## config.mk

```make
export PLATFORM = sky130hd
export DESIGN_NAME = iks_cell
export DESIGN_NICKNAME = d
export VERILOG_FILES = /design/src/sv/iks_pkg.sv /design/src/sv/iks_cell.sv
export SDC_FILE = /design/constraint.sdc
export NUM_CORES = 1
export LEC_CHECK = 0
export CORE_MARGIN = 10
export CORE_UTILIZATION = 64
export DETAILED_ROUTE_END_ITERATION = 7
export DONT_BUFFER_PORTS = 1
export PLACE_DENSITY = 0.83
export SLEW_MARGIN = 20
export SYNTH_ARGS = -nofsm -noshare
export SYNTH_HDL_FRONTEND = slang
export SYNTH_SLANG_ARGS = --single-unit
```

## constraint.sdc

```tcl
create_clock -name aclk -period 7.88 [get_ports aclk]
set_input_delay 1.182 -clock aclk [delete_from_list [all_inputs] [get_ports aclk]]
set_output_delay 1.182 -clock aclk [all_outputs]
set_load 0.02 [all_outputs]
```

## src/sv/iks_pkg.sv

```systemverilog
`timescale 1ns / 1ps

package iks_pkg;

    // Fixed field widths of the stream payload.
    localparam int KEY_W   = 32;
    localparam int INDEX_W = 6;
    localparam int M_DATA_W = 40;

    // Run phases: LOAD takes keys into the chain, DRAIN streams them out.
    typedef enum logic {
        ST_LOAD,
        ST_DRAIN
    } iks_state_t;

    // Control broadcast to every cell of the chain at once.
    typedef struct packed {
        logic insert;     // a new key is placed into the chain
        logic shift_out;  // cell 0 was taken, every entry moves one cell down
    } iks_ctrl_t;

endpackage

```

## src/sv/iks_cell.sv

```systemverilog
`timescale 1ns / 1ps

module iks_cell #(
    parameter int KEY_BITS = 32
) (
    input  logic                         aclk,
    input  logic                         aresetn,
    input  iks_pkg::iks_ctrl_t           ctrl,
    input  logic [KEY_BITS-1:0]          new_key,
    input  logic [iks_pkg::INDEX_W-1:0]  new_idx,
    input  logic                         prev_valid,
    input  logic                         prev_gt,
    input  logic [KEY_BITS-1:0]          prev_key,
    input  logic [iks_pkg::INDEX_W-1:0]  prev_idx,
    input  logic                         next_valid,
    input  logic [KEY_BITS-1:0]          next_key,
    input  logic [iks_pkg::INDEX_W-1:0]  next_idx,
    output logic                         valid,
    output logic                         gt,
    output logic [KEY_BITS-1:0]          key,
    output logic [iks_pkg::INDEX_W-1:0]  idx
);
    import iks_pkg::*;

    logic                valid_reg, valid_next;
    logic [KEY_BITS-1:0] key_reg, key_next;
    logic [INDEX_W-1:0]  idx_reg, idx_next;
    logic                take_prev;
    logic                take_new;

    // Strictly greater keeps equal keys in arrival order.
    assign gt = valid_reg && ($signed(key_reg) > $signed(new_key));

    // The chain stays sorted, so the new key lands in the first cell that is
    // greater or empty, right after a cell that is not greater.
    assign take_prev = prev_gt;
    assign take_new  = !prev_gt && prev_valid && (gt || !valid_reg);

    always_comb begin
        valid_next = valid_reg;
        key_next   = key_reg;
        idx_next   = idx_reg;
        priority if (ctrl.shift_out) begin
            valid_next = next_valid;
            key_next   = next_key;
            idx_next   = next_idx;
        end else if (ctrl.insert && take_prev) begin
            valid_next = 1'b1;
            key_next   = prev_key;
            idx_next   = prev_idx;
        end else if (ctrl.insert && take_new) begin
            valid_next = 1'b1;
            key_next   = new_key;
            idx_next   = new_idx;
        end
    end

    always_ff @(posedge aclk) begin
        if (!aresetn) begin
            valid_reg <= 1'b0;
        end else begin
            valid_reg <= valid_next;
        end
    end

    always_ff @(posedge aclk) begin
        key_reg <= key_next;
        idx_reg <= idx_next;
    end

    assign valid = valid_reg;
    assign key   = key_reg;
    assign idx   = idx_reg;

endmodule

```

### After elaboration in Yosys (flattened, before gate mapping)

Index checks and enable logic that the tools add are counted.

| cells by class | value |
|---|---|
| muxes and demuxes | 9 |
| $lt $le $gt $ge | 1 |
| reduce and logical (&&, ||, !) cells | 9 |

Operator list:

| cell | count |
|---|---|
| $mux W32 | 3 |
| $gt A32 B32 Y1 | 1 |
| $mux W6 | 3 |
| $logic_and A1 B1 Y1 | 5 |
| $mux W1 | 3 |
| $reduce_bool A3 Y1 | 1 |
| $logic_not A1 Y1 | 2 |
| $logic_or A1 B1 Y1 | 1 |

| storage, ports and cells | value |
|---|---|
| output and inout bits | 40 |
| input bits | 121 |
| register bits after elaboration | 39 |

### Longest topological paths before layout

| logic depth | value |
|---|---|
| depth after elaboration | 8 |
| depth in mapped cells | 8 |
| mapped depth without buffers | 8 |

### Worst setup path before layout

No wires, ideal clock.

| timing | value |
|---|---|
| kind | in2reg |
| start point | input port new_key[28] |
| end point | register idx_reg[0], in the netlist idx[0], enable pin |
| stages on the path | 8 |
| slack | 1.840 ns |
| buffers on the path | 0 |
| library setup time | 0.491 ns |
| arrival | 5.549 ns |
| path through | inv_1 > ha_1 > nand3_2 > or4_1 > nand2b_1 > and3_2 > and3b_1 > a211oi_1 |

| on the way | value |
|---|---|
| cells in the longest elaborated chain, start to end | 6 |

RTL lines:

| element | RTL line | text |
|---|---|---|
| from (decl) | iks_cell.sv:9 | `input logic [KEY_BITS-1:0] new_key,` |
| $gt A32 B32 Y1 | iks_cell.sv:32 | `assign gt = valid_reg && ($signed(key_reg) > $signed(new_key));` |
| $logic_and A1 B1 Y1 | iks_cell.sv:32 |  |
| $logic_or A1 B1 Y1 | iks_cell.sv:37 | `assign take_new = !prev_gt && prev_valid && (gt \|\| !valid_reg);` |
| $logic_and A1 B1 Y1 | iks_cell.sv:37 |  |
| $logic_and A1 B1 Y1 | iks_cell.sv:51 | `end else if (ctrl.insert && take_new) begin` |
| $reduce_bool A3 Y1 (no source line) | - |  |
| to (signal assigned) | iks_cell.sv:68 | `idx_reg <= idx_next;` |
| to (decl) | iks_cell.sv:27 | `logic [INDEX_W-1:0] idx_reg, idx_next;` |

No other way between the ends.
A chain may end at the register's enable or synchronous reset.

### Worst setup path after layout

| timing | value |
|---|---|
| start point | input port new_key[27] |
| end point | output port gt |

| on the way | value |
|---|---|
| cells in the longest elaborated chain, start to end | 2 |

RTL lines:

| element | RTL line | text |
|---|---|---|
| $gt A32 B32 Y1 | iks_cell.sv:32 |  |
| $logic_and A1 B1 Y1 | iks_cell.sv:32 |  |
| to (decl) | iks_cell.sv:19 | `output logic gt,` |

No other way between the ends.

==> run metrics <==
HP Class reg2reg; post-synthesis sequential area ratio 40.9%; Slew HR between 50% and 60%; top post-synthesis cells by area edfxtp_1, ha_1, mux2i_1; Non-Filler Instances 345; number of port buffers 0; status finished, final reports clean; Fillers 335; unrepaired setup endpoints after global routing no; starting density of the core 65.7%; CP Class in2out; Hold Vio Cnt, Final 0; Mean Syn Cell Area 9.56 um^2; routed via count 2112; area grow syn2layout 4.71%; Finished Core Util 68.8%; DR WL/cell 21.3 um; Clock Sinks 39; R2R Setup Slk ~4.6 ns; Worst Reg2Reg Path Length in Cells 8; dominant cell type by area after synthesis edfxtp_1; clock-pin slew on the worst setup and hold paths ~0.070 ns; storage element area 1160 um^2; vias per std cell approximately 6.1; leakage power approximately 1.5 nW; largest net degree at the start of global routing 81; WP data required 6.70 ns; crit path launch new_key[27]; number of global-route vias before repair 2250; Post-synth ARST share 0%; Synth Flop Type edfxtp_1; pwr/cell area 181 nW/um^2; Gates resized, CTS repair 0; Post-synth top cells nand2_1, o21ai_0, edfxtp_1, mux2i_1, inv_1; Cells after Synth 297; RePlAce Congestion slightly above 0.8; clk_skew 0.00896 ns; Die Wd 86.6 um; Worst R2R Start key[28]$_DFFE_PP_; Cell Area, Synth 2840 um^2; # IOs 161; fin crit period roughly 4.5 ns; DR iter-0 viols 90; number of synthesized flops with an enable pin 38; setup repair bufs after CTS 0; layout cell share with drive strength beyond 1 just under 6%; global-route wire length before repair 11.3 mm; top-count cell post-synth nand2_1; setup ws final 3.37 ns; period utilization between 50% and 60%; DRC Markers 0; multi-input logic area ~1500 um^2; Slew Viols, Final 0; Total Neg Setup Slack 0 ns; Synth top area share 40.2%; endpoint class of the critical path primary output; DP Cell Count 337; H-tree depth 2; syn_nets 450; total grt overflow 0; Place WS between 3 and 4 ns; CP Launch Type input pin; post-synthesis register bit count 39; Critical Path End gt; peak supply drop 123 uV; fmax roughly 0.22 GHz; crit-path max FO 3; n_diodes 0; final setup violation count 0; core area 4320 um^2; reg2reg end key[10]$_DFFE_PP_; CTS tree yes; hold_buf cts 0; total CTS buffers 5; die height 86.6 um; Post-Route WL 7.34 mm; HPWL Detailed around 6.0 mm; row cnt 24; max reg flops 32; die area 7500 um^2; Worst Max-Slew Pin Slew 0.654 ns; CTS max path bufs 2; Root Buffer clkbuf_8; Synth Warn # 0; clk_lat worst skew 0.28 ns; CP arrival 3.33 ns; Netlist cell types 36; antenna-violating nets left 0; initial antenna violation count 0; GRT Resource Usage Total between 15 and 20%; DR pass1 iterations 4; Nets 445; max-cap viol count 0
[final cells by class]
| cell class | count | share of cell area (%) |
|---|---|---|
| multi-input cells | 211 | 50.9 |
| flip-flops and latches | 39 | 39.0 |
| inverters | 34 | 4.29 |
| clock buffers | 8 | 3.37 |
| well taps | 52 | 2.19 |
| repair buffers | 1 | 0.252 |
[worst max-delay path, stage by stage]
cell,delay [ns]
inv_1,0.02
ha_1,0.30
nand3_2,0.10
or4_1,0.56
or3_4,0.40
or4_4,0.50
o211ai_1,0.11
a31oi_1,0.15
[how the worst min path moves through the flow]
stage / from / to / slack [ns] / cells after the start
3_3_place_gp: valid$_SDFFE_PN0P_ / valid$_SDFFE_PN0P_ / 0.75 / 1
5_1_grt: valid$_SDFFE_PN0P_ / valid$_SDFFE_PN0P_ / 0.81 / 1
4_1_cts: valid$_SDFFE_PN0P_ / valid$_SDFFE_PN0P_ / 0.77 / 1
3_5_place_dp: valid$_SDFFE_PN0P_ / valid$_SDFFE_PN0P_ / 0.76 / 1
2_1_floorplan: valid$_SDFFE_PN0P_ / valid$_SDFFE_PN0P_ / 0.67 / 1
6_report: valid$_SDFFE_PN0P_ / valid$_SDFFE_PN0P_ / 0.77 / 1
[routing by layer]
| metal | up-vias | track usage [%] | share of wire (%) |
|---|---|---|---|
| li1 | 1043 | - | - |
| met1 | 959 | 19.6 | 37 |
| met2 | 103 | 32.8 | 51 |
| met3 | 7 | 7.50 | 10 |
| met4 | 0 | 5.01 | 1.0 |
| met5 | - | 0 | 0 |
[cells by family (layout without fill, tap and decap cells)]
kind of cell | Yosys count | in the layout | synth area share, %
and+or+nand+nor | 75 | 75 | 12.2
AOI/OAI and AO/OA | 66 | 66 | 12.8
buffers and inverters | 47 | 43 | 6.56
DFF | 39 | 39 | 40.9
muxes | 38 | 38 | 13.4
adders and majority gates | 32 | 32 | 14.1
[per-stage QoR]
step	area (um^2)	hold slack [ns]	power, W
after floorplan	2840	0.671	0.000377
after global placement	2870	0.748	0.000394
after detailed placement	2870	0.757	0.000400
after CTS	2970	0.773	0.000544
after global routing	2970	0.806	0.000569
final	2970	0.774	0.000538
[cells in the final DEF (no fill, tap or decap), drive strengths merged]
cell type and count:
o211ai 1, ha 32, inv 34, nand2b 2
o21bai 1, a211oi 1, nand4 3, nand2 50
buf 1, or4 3, o21a 1, and3 1
a21oi 14, o22ai 2, nor2 5, mux2i 38
or3 1, or2 1, and3b 1, nor2b 1
dfxtp 1, a31oi 1, o31ai 1, o21ai 41
clkbuf 8, nor3 2, and2b 1, a221oi 1
nand3 4, o311a 1, a21o 1, edfxtp 38
[report_power, final]
group	total, W	internal (W)	switching [W]
registers	0.000300	0.000257	0.0000432
clock network	0.000144	0.0000798	0.0000643
logic	0.0000937	0.0000415	0.0000522
(Power assumes the default switching activity.)
